===== src/hdl/lppd_pkg.sv =====
`timescale 1ns / 1ps
`default_nettype none

package lppd_pkg;

   // Packet framing
   localparam logic [23:0] HEADER_HEAD  = 24'h55AA23;
   localparam logic [7:0]  HEADER_LAST  = 8'h10;
   localparam int          SAMPLES      = 16;
   localparam int          DIST_WIDTH   = 14;

   localparam logic [5:0] POS_FIRST    = 6'd4;
   localparam logic [5:0] POS_SPEED_LO = 6'd4;
   localparam logic [5:0] POS_SPEED_HI = 6'd5;
   localparam logic [5:0] POS_START_LO = 6'd6;
   localparam logic [5:0] POS_START_HI = 6'd7;
   localparam logic [5:0] POS_SAMPLE_0 = 6'd8;
   localparam logic [5:0] POS_SAMPLE_E = 6'd56;
   localparam logic [5:0] POS_END_LO   = 6'd56;
   localparam logic [5:0] POS_END_HI   = 6'd57;
   localparam logic [5:0] POS_LAST     = 6'd59;

   // Angle word conversion: trunc((raw - 40960) / 64) must land below 360
   localparam logic [15:0] ANGLE_OFFSET = 16'd40960;
   localparam logic [15:0] ANGLE_LOW    = 16'd40897;
   localparam logic [15:0] ANGLE_HIGH   = 16'd63999;
   localparam logic [9:0]  DEG_FULL     = 10'd360;

   // floor(n / 15) = (n * 8739) >> 17 for every n up to 15 * 359
   localparam logic [15:0] RECIP_15     = 16'd8739;
   localparam int          RECIP_SHIFT  = 17;

   localparam logic [14:0] MAX_DIST_RESET = 15'd10000;

   typedef struct packed {
      logic [15:0] speed;
      logic [15:0] start_word;
      logic [15:0] end_word;
   } lppd_pkt_type;

   typedef enum logic [2:0] {
      ST_IDLE,
      ST_CHECK,
      ST_QUOT,
      ST_DEG,
      ST_TRIG,
      ST_MULX,
      ST_MULY,
      ST_LOAD
   } lppd_state_type;

   // round(32768 * sin(k degrees)), k = 0..90
   function automatic logic [15:0] sin_lookup(input logic [6:0] k);
      logic [15:0] v;
      case (k)
         7'd0:  v = 16'd0;     7'd1:  v = 16'd572;   7'd2:  v = 16'd1144;
         7'd3:  v = 16'd1715;  7'd4:  v = 16'd2286;  7'd5:  v = 16'd2856;
         7'd6:  v = 16'd3425;  7'd7:  v = 16'd3993;  7'd8:  v = 16'd4560;
         7'd9:  v = 16'd5126;  7'd10: v = 16'd5690;  7'd11: v = 16'd6252;
         7'd12: v = 16'd6813;  7'd13: v = 16'd7371;  7'd14: v = 16'd7927;
         7'd15: v = 16'd8481;  7'd16: v = 16'd9032;  7'd17: v = 16'd9580;
         7'd18: v = 16'd10126; 7'd19: v = 16'd10668; 7'd20: v = 16'd11207;
         7'd21: v = 16'd11743; 7'd22: v = 16'd12275; 7'd23: v = 16'd12803;
         7'd24: v = 16'd13328; 7'd25: v = 16'd13848; 7'd26: v = 16'd14365;
         7'd27: v = 16'd14876; 7'd28: v = 16'd15384; 7'd29: v = 16'd15886;
         7'd30: v = 16'd16384; 7'd31: v = 16'd16877; 7'd32: v = 16'd17364;
         7'd33: v = 16'd17847; 7'd34: v = 16'd18324; 7'd35: v = 16'd18795;
         7'd36: v = 16'd19261; 7'd37: v = 16'd19720; 7'd38: v = 16'd20174;
         7'd39: v = 16'd20622; 7'd40: v = 16'd21063; 7'd41: v = 16'd21498;
         7'd42: v = 16'd21926; 7'd43: v = 16'd22348; 7'd44: v = 16'd22763;
         7'd45: v = 16'd23170; 7'd46: v = 16'd23571; 7'd47: v = 16'd23965;
         7'd48: v = 16'd24351; 7'd49: v = 16'd24730; 7'd50: v = 16'd25102;
         7'd51: v = 16'd25466; 7'd52: v = 16'd25822; 7'd53: v = 16'd26170;
         7'd54: v = 16'd26510; 7'd55: v = 16'd26842; 7'd56: v = 16'd27166;
         7'd57: v = 16'd27482; 7'd58: v = 16'd27789; 7'd59: v = 16'd28088;
         7'd60: v = 16'd28378; 7'd61: v = 16'd28660; 7'd62: v = 16'd28932;
         7'd63: v = 16'd29197; 7'd64: v = 16'd29452; 7'd65: v = 16'd29698;
         7'd66: v = 16'd29935; 7'd67: v = 16'd30163; 7'd68: v = 16'd30382;
         7'd69: v = 16'd30592; 7'd70: v = 16'd30792; 7'd71: v = 16'd30983;
         7'd72: v = 16'd31164; 7'd73: v = 16'd31336; 7'd74: v = 16'd31499;
         7'd75: v = 16'd31651; 7'd76: v = 16'd31795; 7'd77: v = 16'd31928;
         7'd78: v = 16'd32052; 7'd79: v = 16'd32166; 7'd80: v = 16'd32270;
         7'd81: v = 16'd32365; 7'd82: v = 16'd32449; 7'd83: v = 16'd32524;
         7'd84: v = 16'd32588; 7'd85: v = 16'd32643; 7'd86: v = 16'd32688;
         7'd87: v = 16'd32723; 7'd88: v = 16'd32748; 7'd89: v = 16'd32763;
         7'd90: v = 16'd32768;
         default: v = 16'd0;
      endcase
      return v;
   endfunction

endpackage

`default_nettype wire


===== src/hdl/lidar_packet_point_decoder_core.sv =====
// LiDAR packet decoder: takes the sensor's serial stream one byte per transaction,
// finds the 55 AA 23 10 header, gathers the 60-byte packet and turns its sixteen
// samples into points (interpolated whole degree, x and y by Q1.15 cosine and sine,
// range flag, sample index, raw speed word, last flag). The CRC is not checked, and a
// packet with an angle of 360 or more gives no points. Bytes are taken one per cycle
// while framing. After the final packet byte the input is stalled while the packet is
// decoded: a check step that may drop the packet, then per point the quotient, degree,
// trig, x multiply, y multiply and load states, plus any result-side stall. The steps
// per point are set by the one shared 14x16 multiplier, used three times per point (the
// divide by 15 as a reciprocal multiply, then d*cos and d*sin). max_distance is written
// through the csr_ port, which is always ready; write it only while the block is idle.
`timescale 1ns / 1ps
`default_nettype none

module lidar_packet_point_decoder_core (
   input  wire logic               clock,
   input  wire logic               reset,
   input  wire logic               req_valid,
   output logic                    req_stall,
   input  wire logic [7:0]         req_rx_byte,
   output logic                    rsp_valid,
   input  wire logic               rsp_stall,
   output logic      [8:0]         rsp_degree,
   output logic signed [15:0]      rsp_pos_x,
   output logic signed [15:0]      rsp_pos_y,
   output logic                    rsp_in_range,
   output logic      [3:0]         rsp_sample_index,
   output logic      [15:0]        rsp_speed_raw,
   output logic                    rsp_last,
   input  wire logic               csr_valid,
   output logic                    csr_ready,
   input  wire logic [14:0]        csr_max_distance
);

   logic                   byte_accept;
   logic                   pkt_done;
   lppd_pkg::lppd_pkt_type pkt;
   logic [3:0]             rd_addr;
   logic [13:0]            rd_data;
   logic                   mul_en;
   logic [13:0]            mul_a;
   logic [15:0]            mul_b;
   logic [29:0]            product;
   logic                   busy;
   logic [14:0]            max_distance_ff, max_distance_in;

   assign csr_ready   = 1'b1;
   assign req_stall   = busy;
   assign byte_accept = req_valid && !req_stall;

   assign max_distance_in = (csr_valid && csr_ready) ? csr_max_distance : max_distance_ff;

   always_ff @(posedge clock) begin
      if (reset) begin
         max_distance_ff <= lppd_pkg::MAX_DIST_RESET;
      end else begin
         max_distance_ff <= max_distance_in;
      end
   end

   lppd_rx u_rx (
      .clock      (clock),
      .reset      (reset),
      .byte_valid (byte_accept),
      .byte_data  (req_rx_byte),
      .rd_addr    (rd_addr),
      .rd_data    (rd_data),
      .pkt        (pkt),
      .pkt_done   (pkt_done)
   );

   lppd_mul u_mul (
      .clock   (clock),
      .mul_en  (mul_en),
      .mul_a   (mul_a),
      .mul_b   (mul_b),
      .product (product)
   );

   lppd_seq u_seq (
      .clock            (clock),
      .reset            (reset),
      .start            (pkt_done),
      .pkt              (pkt),
      .max_distance     (max_distance_ff),
      .rd_addr          (rd_addr),
      .rd_data          (rd_data),
      .mul_en           (mul_en),
      .mul_a            (mul_a),
      .mul_b            (mul_b),
      .product          (product),
      .busy             (busy),
      .rsp_valid        (rsp_valid),
      .rsp_stall        (rsp_stall),
      .rsp_degree       (rsp_degree),
      .rsp_pos_x        (rsp_pos_x),
      .rsp_pos_y        (rsp_pos_y),
      .rsp_in_range     (rsp_in_range),
      .rsp_sample_index (rsp_sample_index),
      .rsp_speed_raw    (rsp_speed_raw),
      .rsp_last         (rsp_last)
   );

`ifndef SYNTHESIS
   // the decoder must block the byte stream right after a packet closes
   a_stall_after_packet: assert property (@(posedge clock) disable iff (reset)
      pkt_done |=> req_stall)
      else $error("input not stalled after final packet byte");

   a_last_is_final_sample: assert property (@(posedge clock) disable iff (reset)
      rsp_valid && rsp_last |-> rsp_sample_index == 4'(lppd_pkg::SAMPLES - 1))
      else $error("last flag on a sample other than the final one");

   a_out_of_range_zero: assert property (@(posedge clock) disable iff (reset)
      rsp_valid && !rsp_in_range |-> rsp_pos_x == 16'sd0 && rsp_pos_y == 16'sd0)
      else $error("non-zero point for an out-of-range distance");

   a_degree_wrapped: assert property (@(posedge clock) disable iff (reset)
      rsp_valid |-> rsp_degree < 9'd360)
      else $error("interpolated angle not wrapped below 360");
`endif

endmodule

`default_nettype wire


===== src/hdl/lppd_mul.sv =====
`timescale 1ns / 1ps
`default_nettype none

module lppd_mul (
   input  wire logic        clock,
   input  wire logic        mul_en,
   input  wire logic [13:0] mul_a,
   input  wire logic [15:0] mul_b,
   output logic      [29:0] product
);

   logic [29:0] product_ff;
   logic [29:0] product_in;

   // hold the last product until the next operation is issued
   assign product_in = mul_en ? (30'(mul_a) * 30'(mul_b)) : product_ff;

   always_ff @(posedge clock) begin
      product_ff <= product_in;
   end

   assign product = product_ff;

endmodule

`default_nettype wire


===== src/hdl/lppd_rx.sv =====
`timescale 1ns / 1ps
`default_nettype none

module lppd_rx (
   input  wire logic                 clock,
   input  wire logic                 reset,
   input  wire logic                 byte_valid,
   input  wire logic [7:0]           byte_data,
   input  wire logic [3:0]           rd_addr,
   output logic      [13:0]          rd_data,
   output lppd_pkg::lppd_pkt_type    pkt,
   output logic                      pkt_done
);

   localparam logic [1:0] PH_LOW  = 2'd0;
   localparam logic [1:0] PH_HIGH = 2'd1;
   localparam logic [1:0] PH_SKIP = 2'd2;

   logic        collecting_ff, collecting_in;
   logic [5:0]  pos_ff, pos_in;
   logic [23:0] window_ff, window_in;
   logic [7:0]  low_ff, low_in;
   logic [15:0] speed_ff, speed_in;
   logic [15:0] start_ff, start_in;
   logic [15:0] end_ff, end_in;
   logic [3:0]  k_ff, k_in;
   logic [1:0]  phase_ff, phase_in;
   logic        wr_en;
   logic [13:0] rd_data_ff;
   logic [13:0] dist_mem [lppd_pkg::SAMPLES];

   always_comb begin
      collecting_in = collecting_ff;
      pos_in        = pos_ff;
      window_in     = window_ff;
      low_in        = low_ff;
      speed_in      = speed_ff;
      start_in      = start_ff;
      end_in        = end_ff;
      k_in          = k_ff;
      phase_in      = phase_ff;
      wr_en         = 1'b0;
      pkt_done      = 1'b0;
      if (byte_valid) begin
         if (!collecting_ff) begin
            if (window_ff == lppd_pkg::HEADER_HEAD && byte_data == lppd_pkg::HEADER_LAST) begin
               collecting_in = 1'b1;
               pos_in        = lppd_pkg::POS_FIRST;
               window_in     = '0;
            end else begin
               window_in = {window_ff[15:0], byte_data};
            end
         end else begin
            case (pos_ff) inside
               lppd_pkg::POS_SPEED_LO, lppd_pkg::POS_START_LO, lppd_pkg::POS_END_LO: begin
                  low_in = byte_data;
               end
               lppd_pkg::POS_SPEED_HI: begin
                  speed_in = {byte_data, low_ff};
               end
               lppd_pkg::POS_START_HI: begin
                  start_in = {byte_data, low_ff};
                  k_in     = '0;
                  phase_in = PH_LOW;
               end
               lppd_pkg::POS_END_HI: begin
                  end_in = {byte_data, low_ff};
               end
               default: begin
                  if (pos_ff >= lppd_pkg::POS_SAMPLE_0 && pos_ff < lppd_pkg::POS_SAMPLE_E) begin
                     case (phase_ff)
                        PH_LOW: begin
                           low_in   = byte_data;
                           phase_in = PH_HIGH;
                        end
                        PH_HIGH: begin
                           wr_en    = 1'b1;
                           phase_in = PH_SKIP;
                        end
                        default: begin
                           phase_in = PH_LOW;
                           k_in     = 4'(k_ff + 4'd1);
                        end
                     endcase
                  end
               end
            endcase
            if (pos_ff == lppd_pkg::POS_LAST) begin
               collecting_in = 1'b0;
               pos_in        = '0;
               pkt_done      = 1'b1;
            end else begin
               pos_in = 6'(pos_ff + 6'd1);
            end
         end
      end
   end

   always_ff @(posedge clock) begin
      if (reset) begin
         collecting_ff <= 1'b0;
         pos_ff        <= '0;
         window_ff     <= '0;
      end else begin
         collecting_ff <= collecting_in;
         pos_ff        <= pos_in;
         window_ff     <= window_in;
      end
   end

   always_ff @(posedge clock) begin
      low_ff   <= low_in;
      speed_ff <= speed_in;
      start_ff <= start_in;
      end_ff   <= end_in;
      k_ff     <= k_in;
      phase_ff <= phase_in;
   end

   always_ff @(posedge clock) begin
      if (wr_en) begin
         dist_mem[k_ff] <= {byte_data[5:0], low_ff};
      end
      rd_data_ff <= dist_mem[rd_addr];
   end

   assign rd_data        = rd_data_ff;
   assign pkt.speed      = speed_ff;
   assign pkt.start_word = start_ff;
   assign pkt.end_word   = end_ff;

endmodule

`default_nettype wire


===== src/hdl/lppd_seq.sv =====
`timescale 1ns / 1ps
`default_nettype none

module lppd_seq (
   input  wire logic                     clock,
   input  wire logic                     reset,
   input  wire logic                     start,
   input  wire lppd_pkg::lppd_pkt_type   pkt,
   input  wire logic [14:0]              max_distance,
   output logic      [3:0]               rd_addr,
   input  wire logic [13:0]              rd_data,
   output logic                          mul_en,
   output logic      [13:0]              mul_a,
   output logic      [15:0]              mul_b,
   input  wire logic [29:0]              product,
   output logic                          busy,
   output logic                          rsp_valid,
   input  wire logic                     rsp_stall,
   output logic      [8:0]               rsp_degree,
   output logic signed [15:0]            rsp_pos_x,
   output logic signed [15:0]            rsp_pos_y,
   output logic                          rsp_in_range,
   output logic      [3:0]               rsp_sample_index,
   output logic      [15:0]              rsp_speed_raw,
   output logic                          rsp_last
);

   lppd_pkg::lppd_state_type state_ff, state_in;

   logic [3:0]  i_ff, i_in;
   logic [12:0] n_ff, n_in;
   logic [8:0]  begin_ff, begin_in;
   logic [8:0]  delta_ff, delta_in;
   logic [8:0]  deg_ff, deg_in;
   logic [13:0] d_ff, d_in;
   logic        inr_ff, inr_in;
   logic [15:0] cmag_ff, cmag_in;
   logic [15:0] smag_ff, smag_in;
   logic        cneg_ff, cneg_in;
   logic        sneg_ff, sneg_in;
   logic [15:0] x_ff, x_in;

   logic        out_valid_ff, out_valid_in;
   logic [8:0]  out_degree_ff, out_degree_in;
   logic [15:0] out_x_ff, out_x_in;
   logic [15:0] out_y_ff, out_y_in;
   logic        out_inr_ff, out_inr_in;
   logic [3:0]  out_index_ff, out_index_in;
   logic [15:0] out_speed_ff, out_speed_in;
   logic        out_last_ff, out_last_in;

   logic        out_free;
   logic        begin_ok, end_ok;
   logic [8:0]  begin_deg, end_deg;
   logic [9:0]  deg_sum;
   logic [8:0]  quot;
   logic [8:0]  s_idx, c_idx;
   logic [14:0] proj_mag;
   logic [15:0] proj_val;

   // trunc((raw - 40960) / 64); only values inside the window count as angles
   function automatic logic [9:0] angle_conv(input logic [15:0] raw);
      logic [15:0] diff;
      logic        ok;
      logic [8:0]  deg;
      diff = 16'(raw - lppd_pkg::ANGLE_OFFSET);
      ok   = (raw >= lppd_pkg::ANGLE_LOW) && (raw <= lppd_pkg::ANGLE_HIGH);
      deg  = (raw >= lppd_pkg::ANGLE_OFFSET) ? diff[14:6] : 9'd0;
      return {ok, deg};
   endfunction

   assign {begin_ok, begin_deg} = angle_conv(pkt.start_word);
   assign {end_ok, end_deg}     = angle_conv(pkt.end_word);

   assign quot     = product[lppd_pkg::RECIP_SHIFT +: 9];
   assign deg_sum  = {1'b0, begin_ff} + {1'b0, quot};
   assign proj_mag = product[29:15];
   assign out_free = !out_valid_ff || !rsp_stall;
   assign rd_addr  = i_ff;
   assign busy     = (state_ff != lppd_pkg::ST_IDLE);

   always_comb begin
      state_in      = state_ff;
      i_in          = i_ff;
      n_in          = n_ff;
      begin_in      = begin_ff;
      delta_in      = delta_ff;
      deg_in        = deg_ff;
      d_in          = d_ff;
      inr_in        = inr_ff;
      cmag_in       = cmag_ff;
      smag_in       = smag_ff;
      cneg_in       = cneg_ff;
      sneg_in       = sneg_ff;
      x_in          = x_ff;
      out_valid_in  = out_valid_ff && rsp_stall;
      out_degree_in = out_degree_ff;
      out_x_in      = out_x_ff;
      out_y_in      = out_y_ff;
      out_inr_in    = out_inr_ff;
      out_index_in  = out_index_ff;
      out_speed_in  = out_speed_ff;
      out_last_in   = out_last_ff;
      mul_en        = 1'b0;
      mul_a         = d_ff;
      mul_b         = cmag_ff;
      s_idx         = '0;
      c_idx         = '0;

      // sign-apply the projection that sits in the multiplier output
      proj_val = {1'b0, proj_mag};

      unique case (state_ff)
         lppd_pkg::ST_IDLE: begin
            if (start) begin
               state_in = lppd_pkg::ST_CHECK;
            end
         end
         lppd_pkg::ST_CHECK: begin
            // drop the packet when either angle is out of range
            if (begin_ok && end_ok) begin
               begin_in = begin_deg;
               delta_in = (end_deg >= begin_deg) ? 9'(end_deg - begin_deg)
                                                 : 9'({1'b0, end_deg} + lppd_pkg::DEG_FULL
                                                      - {1'b0, begin_deg});
               i_in     = '0;
               n_in     = '0;
               state_in = lppd_pkg::ST_QUOT;
            end else begin
               state_in = lppd_pkg::ST_IDLE;
            end
         end
         lppd_pkg::ST_QUOT: begin
            mul_en   = 1'b1;
            mul_a    = {1'b0, n_ff};
            mul_b    = lppd_pkg::RECIP_15;
            state_in = lppd_pkg::ST_DEG;
         end
         lppd_pkg::ST_DEG: begin
            deg_in   = (deg_sum >= lppd_pkg::DEG_FULL) ? 9'(deg_sum - lppd_pkg::DEG_FULL)
                                                       : deg_sum[8:0];
            d_in     = rd_data;
            inr_in   = (rd_data != 14'd0) && ({1'b0, rd_data} < max_distance);
            state_in = lppd_pkg::ST_TRIG;
         end
         lppd_pkg::ST_TRIG: begin
            if (deg_ff <= 9'd90) begin
               s_idx   = deg_ff;
               c_idx   = 9'(9'd90 - deg_ff);
               sneg_in = 1'b0;
               cneg_in = 1'b0;
            end else if (deg_ff <= 9'd180) begin
               s_idx   = 9'(9'd180 - deg_ff);
               c_idx   = 9'(deg_ff - 9'd90);
               sneg_in = 1'b0;
               cneg_in = 1'b1;
            end else if (deg_ff <= 9'd270) begin
               s_idx   = 9'(deg_ff - 9'd180);
               c_idx   = 9'(9'd270 - deg_ff);
               sneg_in = 1'b1;
               cneg_in = 1'b1;
            end else begin
               s_idx   = 9'(9'd360 - deg_ff);
               c_idx   = 9'(deg_ff - 9'd270);
               sneg_in = 1'b1;
               cneg_in = 1'b0;
            end
            smag_in  = lppd_pkg::sin_lookup(s_idx[6:0]);
            cmag_in  = lppd_pkg::sin_lookup(c_idx[6:0]);
            state_in = lppd_pkg::ST_MULX;
         end
         lppd_pkg::ST_MULX: begin
            mul_en   = 1'b1;
            mul_a    = d_ff;
            mul_b    = cmag_ff;
            state_in = lppd_pkg::ST_MULY;
         end
         lppd_pkg::ST_MULY: begin
            mul_en = 1'b1;
            mul_a  = d_ff;
            mul_b  = smag_ff;
            if (cneg_ff) begin
               proj_val = 16'(~{1'b0, proj_mag} + 16'd1);
            end
            x_in     = inr_ff ? proj_val : 16'd0;
            state_in = lppd_pkg::ST_LOAD;
         end
         lppd_pkg::ST_LOAD: begin
            if (sneg_ff) begin
               proj_val = 16'(~{1'b0, proj_mag} + 16'd1);
            end
            // hold the point until the output register is free
            if (out_free) begin
               out_valid_in  = 1'b1;
               out_degree_in = deg_ff;
               out_x_in      = x_ff;
               out_y_in      = inr_ff ? proj_val : 16'd0;
               out_inr_in    = inr_ff;
               out_index_in  = i_ff;
               out_speed_in  = pkt.speed;
               out_last_in   = (i_ff == 4'(lppd_pkg::SAMPLES - 1));
               if (i_ff == 4'(lppd_pkg::SAMPLES - 1)) begin
                  state_in = lppd_pkg::ST_IDLE;
               end else begin
                  i_in     = 4'(i_ff + 4'd1);
                  n_in     = 13'(n_ff + {4'd0, delta_ff});
                  state_in = lppd_pkg::ST_QUOT;
               end
            end
         end
         default: begin
            state_in = lppd_pkg::ST_IDLE;
         end
      endcase
   end

   always_ff @(posedge clock) begin
      if (reset) begin
         state_ff     <= lppd_pkg::ST_IDLE;
         out_valid_ff <= 1'b0;
      end else begin
         state_ff     <= state_in;
         out_valid_ff <= out_valid_in;
      end
   end

   always_ff @(posedge clock) begin
      i_ff          <= i_in;
      n_ff          <= n_in;
      begin_ff      <= begin_in;
      delta_ff      <= delta_in;
      deg_ff        <= deg_in;
      d_ff          <= d_in;
      inr_ff        <= inr_in;
      cmag_ff       <= cmag_in;
      smag_ff       <= smag_in;
      cneg_ff       <= cneg_in;
      sneg_ff       <= sneg_in;
      x_ff          <= x_in;
      out_degree_ff <= out_degree_in;
      out_x_ff      <= out_x_in;
      out_y_ff      <= out_y_in;
      out_inr_ff    <= out_inr_in;
      out_index_ff  <= out_index_in;
      out_speed_ff  <= out_speed_in;
      out_last_ff   <= out_last_in;
   end

   assign rsp_valid        = out_valid_ff;
   assign rsp_degree       = out_degree_ff;
   assign rsp_pos_x        = out_x_ff;
   assign rsp_pos_y        = out_y_ff;
   assign rsp_in_range     = out_inr_ff;
   assign rsp_sample_index = out_index_ff;
   assign rsp_speed_raw    = out_speed_ff;
   assign rsp_last         = out_last_ff;

endmodule

`default_nettype wire


===== config.mk =====
export PLATFORM = sky130hd
export DESIGN_NAME = lidar_packet_point_decoder_core
export DESIGN_NICKNAME = d
export VERILOG_FILES = /design/src/hdl/lppd_pkg.sv /design/src/hdl/lidar_packet_point_decoder_core.sv /design/src/hdl/lppd_mul.sv /design/src/hdl/lppd_rx.sv /design/src/hdl/lppd_seq.sv
export SDC_FILE = /design/constraint.sdc
export NUM_CORES = 1
export LEC_CHECK = 0
export BUFFER_PORTS_ARGS = -buffer_cell sky130_fd_sc_hd__buf_4
export CORE_AREA = 5 5 251 351
export DETAILED_ROUTE_END_ITERATION = 6
export DIE_AREA = 0 0 256 356
export PLACE_DENSITY = 0.64
export SYNTH_ARGS = -nofsm -noshare
export SYNTH_HDL_FRONTEND = slang
export SYNTH_MEMORY_MAX_BITS = 65536
export SYNTH_SLANG_ARGS = --single-unit

===== constraint.sdc =====
create_clock -name clock -period 10.52 [get_ports clock]
set_clock_uncertainty 0.15 [all_clocks]
set_input_delay 0.526 -clock clock [delete_from_list [all_inputs] [get_ports clock]]
set_output_delay 0.526 -clock clock [all_outputs]
set_load 0.005 [all_outputs]

======== Yosys cells after proc, flatten, opt, wreduce, memory -nomap -nowiden ========
Memories as Yosys holds them, arrays and structs flattened. A register that Yosys moved wholly into a read port is not among the register bits.
Index checks and enable logic that the tools add are counted.
Widths: inputs -> output; s select.
cells by class
  add/sub/neg operators ................... 19
  multipliers ............................. 1
  magnitude comparators ................... 14
  equal/unequal tests ..................... 27
  multiplexer cells ....................... 67
  bitwise operators ....................... 5
  reductions and logical operators ........ 38
operators by type and width
  operator                number
  $ge 16x16->1 const B    4
  $mux 7                  8
  $mux 8                  6
  $mux 13                 3
  $mux 9                  4
  $le 16x16->1 const B    2
  $pmux 16 s2             1
  $mul 14x16->30          1
  $mux 15                 2
  $sub 15x14->15 const B  2
  $pmux 13 s2             1
  $eq 24x23->1 const B    1
  $eq 6x3->1 const B      4
  $mux 24                 1
  $mux 4                  6
  $pmux 3 s8              1
  $mux 1                  22
  $eq 6x6->1 const B      3
  $mux 6                  3
  $sub 9x9->9             2
  $add 16x1->16 const B   1
  $not 15->16             1
  $lt 14x15->1            1
  $mux 14                 1
  47 further kinds        90
word-level totals
  bits in registers ....................... 282
  bits in writable memories ............... 224
  bits in read-only memories .............. 4096
  output and inout bits ................... 66
  memories kept ........................... 3
memory list
  memory            words  width  read ports  clocked after memory_dff  write ports  line            source
  (name not given)  128    16     1           1                         0            lppd_pkg.sv:55  case (k)
  (name not given)  128    16     1           1                         0            lppd_pkg.sv:55
  u_rx.dist_mem     16     14     1           1                         1            lppd_rx.sv:30   logic [13:0] dist_mem [lppd_pkg::SAMPLES];

======== Depth between registers and ports, before layout ========
  depth after elaboration ................. 11
  mapped depth ............................ 29
  gate-level depth less buffers ........... 26

======== Modules after synthesis ========
A second synthesis with hierarchy kept.
second synthesis, totals
  cells, all modules ...................... 3037
  area, all modules ....................... 34779.6 um^2
by module, submodules not included
  module                           instances  cells an instance  area each (um^2)  sequential area each (um^2)
  lppd_seq                         1          1491               13701.9           5245.0
  lppd_rx                          1          617                12215.5           9489.1
  lppd_mul                         1          878                8291.7            900.9
  lidar_packet_point_decoder_core  1          51                 570.5             300.3

======== Least setup slack after synthesis ========
No wires, ideal clock.
  path type ............................... reg-to-reg
  start ................................... register u_seq.state_ff[2]
  end ..................................... register u_mul.product_ff[27] (netlist: u_mul.product[27]), data pin
  setup time .............................. 258 ps
  data arrival time ....................... 7129 ps
  path slack .............................. 2984 ps
  stages on the path, launching flop included .. 26
  path buffers ............................ 3
  cells stage by stage .................... dfxtp_1 buf_2 nor3b_2 clkbuf_1 clkbuf_1 mux2i_1 nor2_1 fa_1 inv_1 fa_1 inv_1 fa_1 fa_1 fa_1 inv_1 fa_1 inv_1 ha_1 and3_1 nand3_1 a2111oi_2 o21ai_1 o31ai_4 o21a_1 nor2_1 xnor2_1
between the ends
  word-level cells in the longest chain between the ends .. 3
ends and longest elaborated chain
  what                                      line             source
  start, declared                           lppd_seq.sv:28   lppd_pkg::lppd_state_type state_ff, state_in;
  start signal, assigned                    lppd_seq.sv:219  state_ff <= lppd_pkg::ST_IDLE;
  start signal, assigned                    lppd_seq.sv:222  state_ff <= state_in;
  $eq 3x3->1 or $eq 3x2->1 (tied branches)  lppd_seq.sv:113  unique case (state_ff)
  $pmux 16 s2 or $mux 14 (tied branches)    lppd_seq.sv:113
  $mul 14x16->30 (*)                        lppd_mul.sv:16   assign product_in = mul_en ? (30'(mul_a) * 30'(mul_b)) : product_ff;
  end signal, assigned                      lppd_mul.sv:19   product_ff <= product_in;
  end, declared                             lppd_mul.sv:12   logic [29:0] product_ff;
Mark *: on every way between the ends. The rest lies on a longest branch, timed or not.
A chain may end at the register's enable or synchronous reset.

======== Worst setup path in the final report ========
Same ends and word-level chain as after synthesis.

==> results <==
- The flow ran to the end, and the final reports show no timing, DRC or antenna violations.
- The startpoint identified for the worst register-to-register timing path is u_seq.state_ff[2].
- The first element of the critical path is u_seq.state_ff[2].
- The number of antenna violations at the first check in global routing is 0.
- The H-tree depth is 2.
- The total vias in the final route is 23400.
- The classification of the worst-slack hold path is input port to flip-flop.
- The Yosys step of the flow raised 0 warnings.
- The switching power is 0.925 mW.
- The count of buffers from port buffering is 92.
- The effective utilization at floorplan is 0.394.
- By startpoint and endpoint, the worst setup path is classified as flip-flop to flip-flop.
- The count of filler cells inserted in the layout is between 7000 and 8000.
- The post-route non-filler standard cell count is ~4200.
- The worst path required time is 10.75 ns.
- The number of global-route vias before repair came to around 23000.
- STA puts the critical path data arrival time at roughly 8.4 ns.
- In this run the remaining antenna-violating nets after routing total 0.
- The kind of capture point of the worst setup path is a flip-flop.
- Setup repair after global routing left no endpoint under its margin.
- The shortest period the worst path allows is 8.20 ns.
- In this run the most critical hold path is launched from csr_max_distance[4].
- The number of buffers between clock root and the deepest sink is 3.
- The first detailed-routing pass ran for 6 iterations.
- The proportion of register bits with asynchronous set or reset after synthesis is 0.
- The synthesized design contains 473 enable-type register cells.
- Of the total power, the share spent switching nets is 0.215.
- The worst path meets setup with 2.32 ns of slack.
- For the final routed database, the setup TNS stands at 0 ns.
- Sorting the synthesized cells by how often they occur yields 473 x sky130_fd_sc_hd__edfxtp_1, 345 x sky130_fd_sc_hd__nand2_1, 255 x sky130_fd_sc_hd__nor2_1.
- Once placement finished, the instance area stood at between 30000 and 40000 um2.
- The final design instance area without fill is 37300 um2.
- The die height is 356 um.
- The synthesized netlist contains 101 unique library cells.
- The number of placed instances, taps included is 4034.
- The max-slew violation total from the final report is 0.
- The cell sitting at the root of the clock tree is a sky130_fd_sc_hd__clkbuf_16.
- The aggregate global routing overflow is 0.
- The total of endpoints with negative setup slack in the final report is 0.
- Each instance of the synthesized netlist takes up on average 11.3 um2.
- Entering global routing, the biggest net connects 65 pins.
- VDD sags by at most about 160 uV.
- The first global-routing pass estimated 140 mm of wire.
- Routability-driven placement finished with a final weighted congestion of 0.975.
- The area of the core is 84900 um2.
- The number of register bits inferred by synthesis is 537.
- The post-synthesis to final-layout area growth is 11.6%.
- The worst-path cell with the longest stage delay is sky130_fd_sc_hd__mux2i_1.
- For this run, the slowest stage of the critical path takes 0.71 ns.
- The signal on the critical path passes through nor3b_4 > mux2i_1 > buf_4 > nor2_1 > fa_1 > inv_1 > fa_1 > inv_1 > ha_1 > ha_1 > inv_1 > fa_1 > inv_1 > fa_1 > ha_1 > nand4_1 > a2111oi_0 > a41oi_1 > a2111oi_2 > o21ai_1 > o31ai_4 > o21a_1 > nor2_1 > xnor2_1.
- The fraction of layout instances using a drive strength above 1 is 0.125.
- The number of nets in the synthesized netlist is 3325.
- The aggregate routed wire length is roughly 90 mm.
- TritonCTS built the clock tree.
- The number of max-capacitance violations reported is 0.
- Before CTS, the worst setup slack after placement is 2.36 ns.
- Of the total power, registers draw 0.535.
- Of the total power, combinational logic draws 0.012.
- The core utilization of the finished layout is 0.440.
- The most instantiated library cell after synthesis is sky130_fd_sc_hd__edfxtp_1.
- Counting the buffers created by CTS gives 54.
- The number of top-level pins is 94.
- After detailed routing, the average wire length per cell comes to 21.8 um.
- After clock tree synthesis, the clock-pin slew on the worst setup and hold paths is 0.06 ns.
- The number of endpoints with negative hold slack in the final report came to 0.
- In this run the worst path has a maximum fanout of 27.
- The starting DRC count in detailed routing is ~2100.
- The post-CTS repair timing setup buffer count is 0.
- The overall fraction of global-route tracks in use is 0.195.
- By area the synthesized netlist is led by sky130_fd_sc_hd__edfxtp_1 42%, sky130_fd_sc_hd__fa_1 10%, sky130_fd_sc_hd__ha_1 6.6%.
- At the later pin of the worst-skew pair, clock insertion delay measures 0.68 ns.
- The DRC violation count after routing is 0.
- The cell family contributing the most delay on the critical path is adder cells.
- Detailed placement finished with a half-perimeter wire length of 65.4 mm.
- At the pin with the least slew margin, the transition time is 1.05 ns.
- Measured against its own limit, the worst slew margin works out to 0.297.
- The category of the worst setup path launch point is a flip-flop.
- The period utilization is 0.779.
- The most area-hungry cell type in the Yosys netlist is sky130_fd_sc_hd__edfxtp_1.
- Of the total power, the clock network draws 0.453.
- The area of the die is 91100 um2.
- Based on the critical path, the design can be clocked at up to 122 MHz.
- The analysis attributes to cell leakage a power of 14.4 nW.
- Of the synthesized area, sequential elements account for 0.463.
- The ratio of routed vias to standard cells is 5.64.
- Among all flip-flop cells after synthesis, the most frequent one is sky130_fd_sc_hd__edfxtp_1.
- CTS saw 537 sinks.
- The cell area after synthesis is ~33000 um2.
- The floorplan has 127 rows.
- At the end of the flow, the number of nets in the layout was around 3400.
- Cell internal power was estimated by the tool at about 3.4 mW.
- The die is between 200 and 300 um wide.
- Synthesis handed over a netlist of approximately 3000 instances.
- The sum of buffers and inverters on the critical path is 5.
- The total power density per cell area is 115 nW/um2.
- The proportion of netlist area held by the largest area contributor is 0.425.
[kinds of logic after synthesis]
kind of cell	after synthesis	share of synthesized area
AOI/OAI and AO/OA	549	0.111
adders and majority gates	349	0.169
and+or+nand+nor	896	0.122
other	1	0.000112
buffers and inverters	411	0.0486
xor gates and xnor gates	87	0.0228
DFF	537	0.463
muxes	118	0.0625
[registers in the layout, summed over array words and instances, names as in the netlist, 13 cells and up]
register	flops
max_distance_ff	15
u_mul.product	15
u_rx.dist_mem	224
u_rx.end_ff	16
u_rx.rd_data	14
u_rx.speed_ff	16
u_rx.start_ff	16
u_rx.window_ff	24
u_seq.cmag_ff	16
u_seq.d_ff	14
u_seq.n_ff	13
u_seq.rsp_pos_x	16
u_seq.rsp_pos_y	16
u_seq.rsp_speed_raw	16
u_seq.smag_ff	16
u_seq.x_ff	16
[worst register-to-register path: cells and delay by family, from the launching register on]
| family | cells | cell delay (ns) |
|---|---|---|
| AO/OA/AOI/OAI | 6 | 2.03 |
| XOR/XNOR | 1 | 0.13 |
| adder cells (fa/ha/maj) | 7 | 2.92 |
| buffers and inverters | 5 | 0.51 |
| flip-flops | 1 | 0.58 |
| multiplexers | 1 | 0.71 |
| AND/OR/NAND/NOR | 4 | 0.91 |
[routing by layer]
metal	vias to the layer above	wire length, um	global-route usage
li1	10700	-	-
met1	11500	33300	0.227
met2	960	46900	0.357
met3	275	5410	0.0275
met4	0	5020	0.0908
met5	-	0	0
[worst paths after layout]
kind,end,slack (ns),cells past startpoint
max,u_mul.product[27],2.32,24
min reg2reg,u_seq.rsp_pos_x[5],0.27,0
max reg2reg,u_mul.product[27],2.32,24
min,max_distance_ff[4],0.08,3
[timing repair]
item                      CTS  global route
hold endpoints to repair   21             0
hold buffers               16             0
gates resized for setup     0             0
[stage by stage]
stage | hold slack [ns] | power [mW]
CTS | 0.0443 | 4.36
global route | 0.0728 | 4.45
detailed placement | 0.255 | 2.40
global placement | 0.252 | 2.39
floorplan | 0.250 | 2.37
finish | 0.0780 | 4.31
[cells in the final DEF, fill, tap and decap left out, types with 26 or more instances in the layout]
cell type / synthesis / layout
sky130_fd_sc_hd__edfxtp_1: 473 / 473
sky130_fd_sc_hd__nand2_1: 345 / 345
sky130_fd_sc_hd__inv_1: 252 / 251
sky130_fd_sc_hd__nor2_1: 255 / 240
sky130_fd_sc_hd__ha_1: 177 / 175
sky130_fd_sc_hd__fa_1: 172 / 172
sky130_fd_sc_hd__a21oi_1: 143 / 143
sky130_fd_sc_hd__buf_4: 7 / 143
sky130_fd_sc_hd__o21ai_0: 91 / 90
sky130_fd_sc_hd__mux4_2: 71 / 71
sky130_fd_sc_hd__xnor2_1: 68 / 66
sky130_fd_sc_hd__dfxtp_1: 64 / 64
sky130_fd_sc_hd__clkbuf_16: 0 / 55
sky130_fd_sc_hd__nand3_1: 51 / 51
sky130_fd_sc_hd__nor3_1: 47 / 42
sky130_fd_sc_hd__and2_1: 40 / 40
sky130_fd_sc_hd__a21o_1: 36 / 36
sky130_fd_sc_hd__mux2i_1: 33 / 33
sky130_fd_sc_hd__o211ai_1: 33 / 33
sky130_fd_sc_hd__o21a_1: 27 / 27
sky130_fd_sc_hd__nand2b_1: 26 / 26
[cell type report]
class / instances / area, um2 / share of cell area
Sequential cell: 537 / 15500 / 0.415
Antenna cell: 1 / 2.50 / 0.0000671
Inverter: 258 / 970 / 0.0260
Clock buffer: 68 / 1470 / 0.0393
Tap cell: 1096 / 1370 / 0.0368
Clock inverter: 32 / 352 / 0.00942
Multi-Input combinational cell: 2000 / 16400 / 0.440
Timing Repair Buffer: 159 / 1230 / 0.0331
[power groups by stage]
stage / clock network (mW) / registers [mW] / logic (mW)
global placement: 0 / 2.35 / 0.0463
global route: 2.10 / 2.30 / 0.0573
floorplan: 0 / 2.35 / 0.0209
finish: 1.95 / 2.30 / 0.0516
CTS: 2.00 / 2.30 / 0.0524
detailed placement: 0 / 2.35 / 0.0472
(Power assumes the default switching activity.)
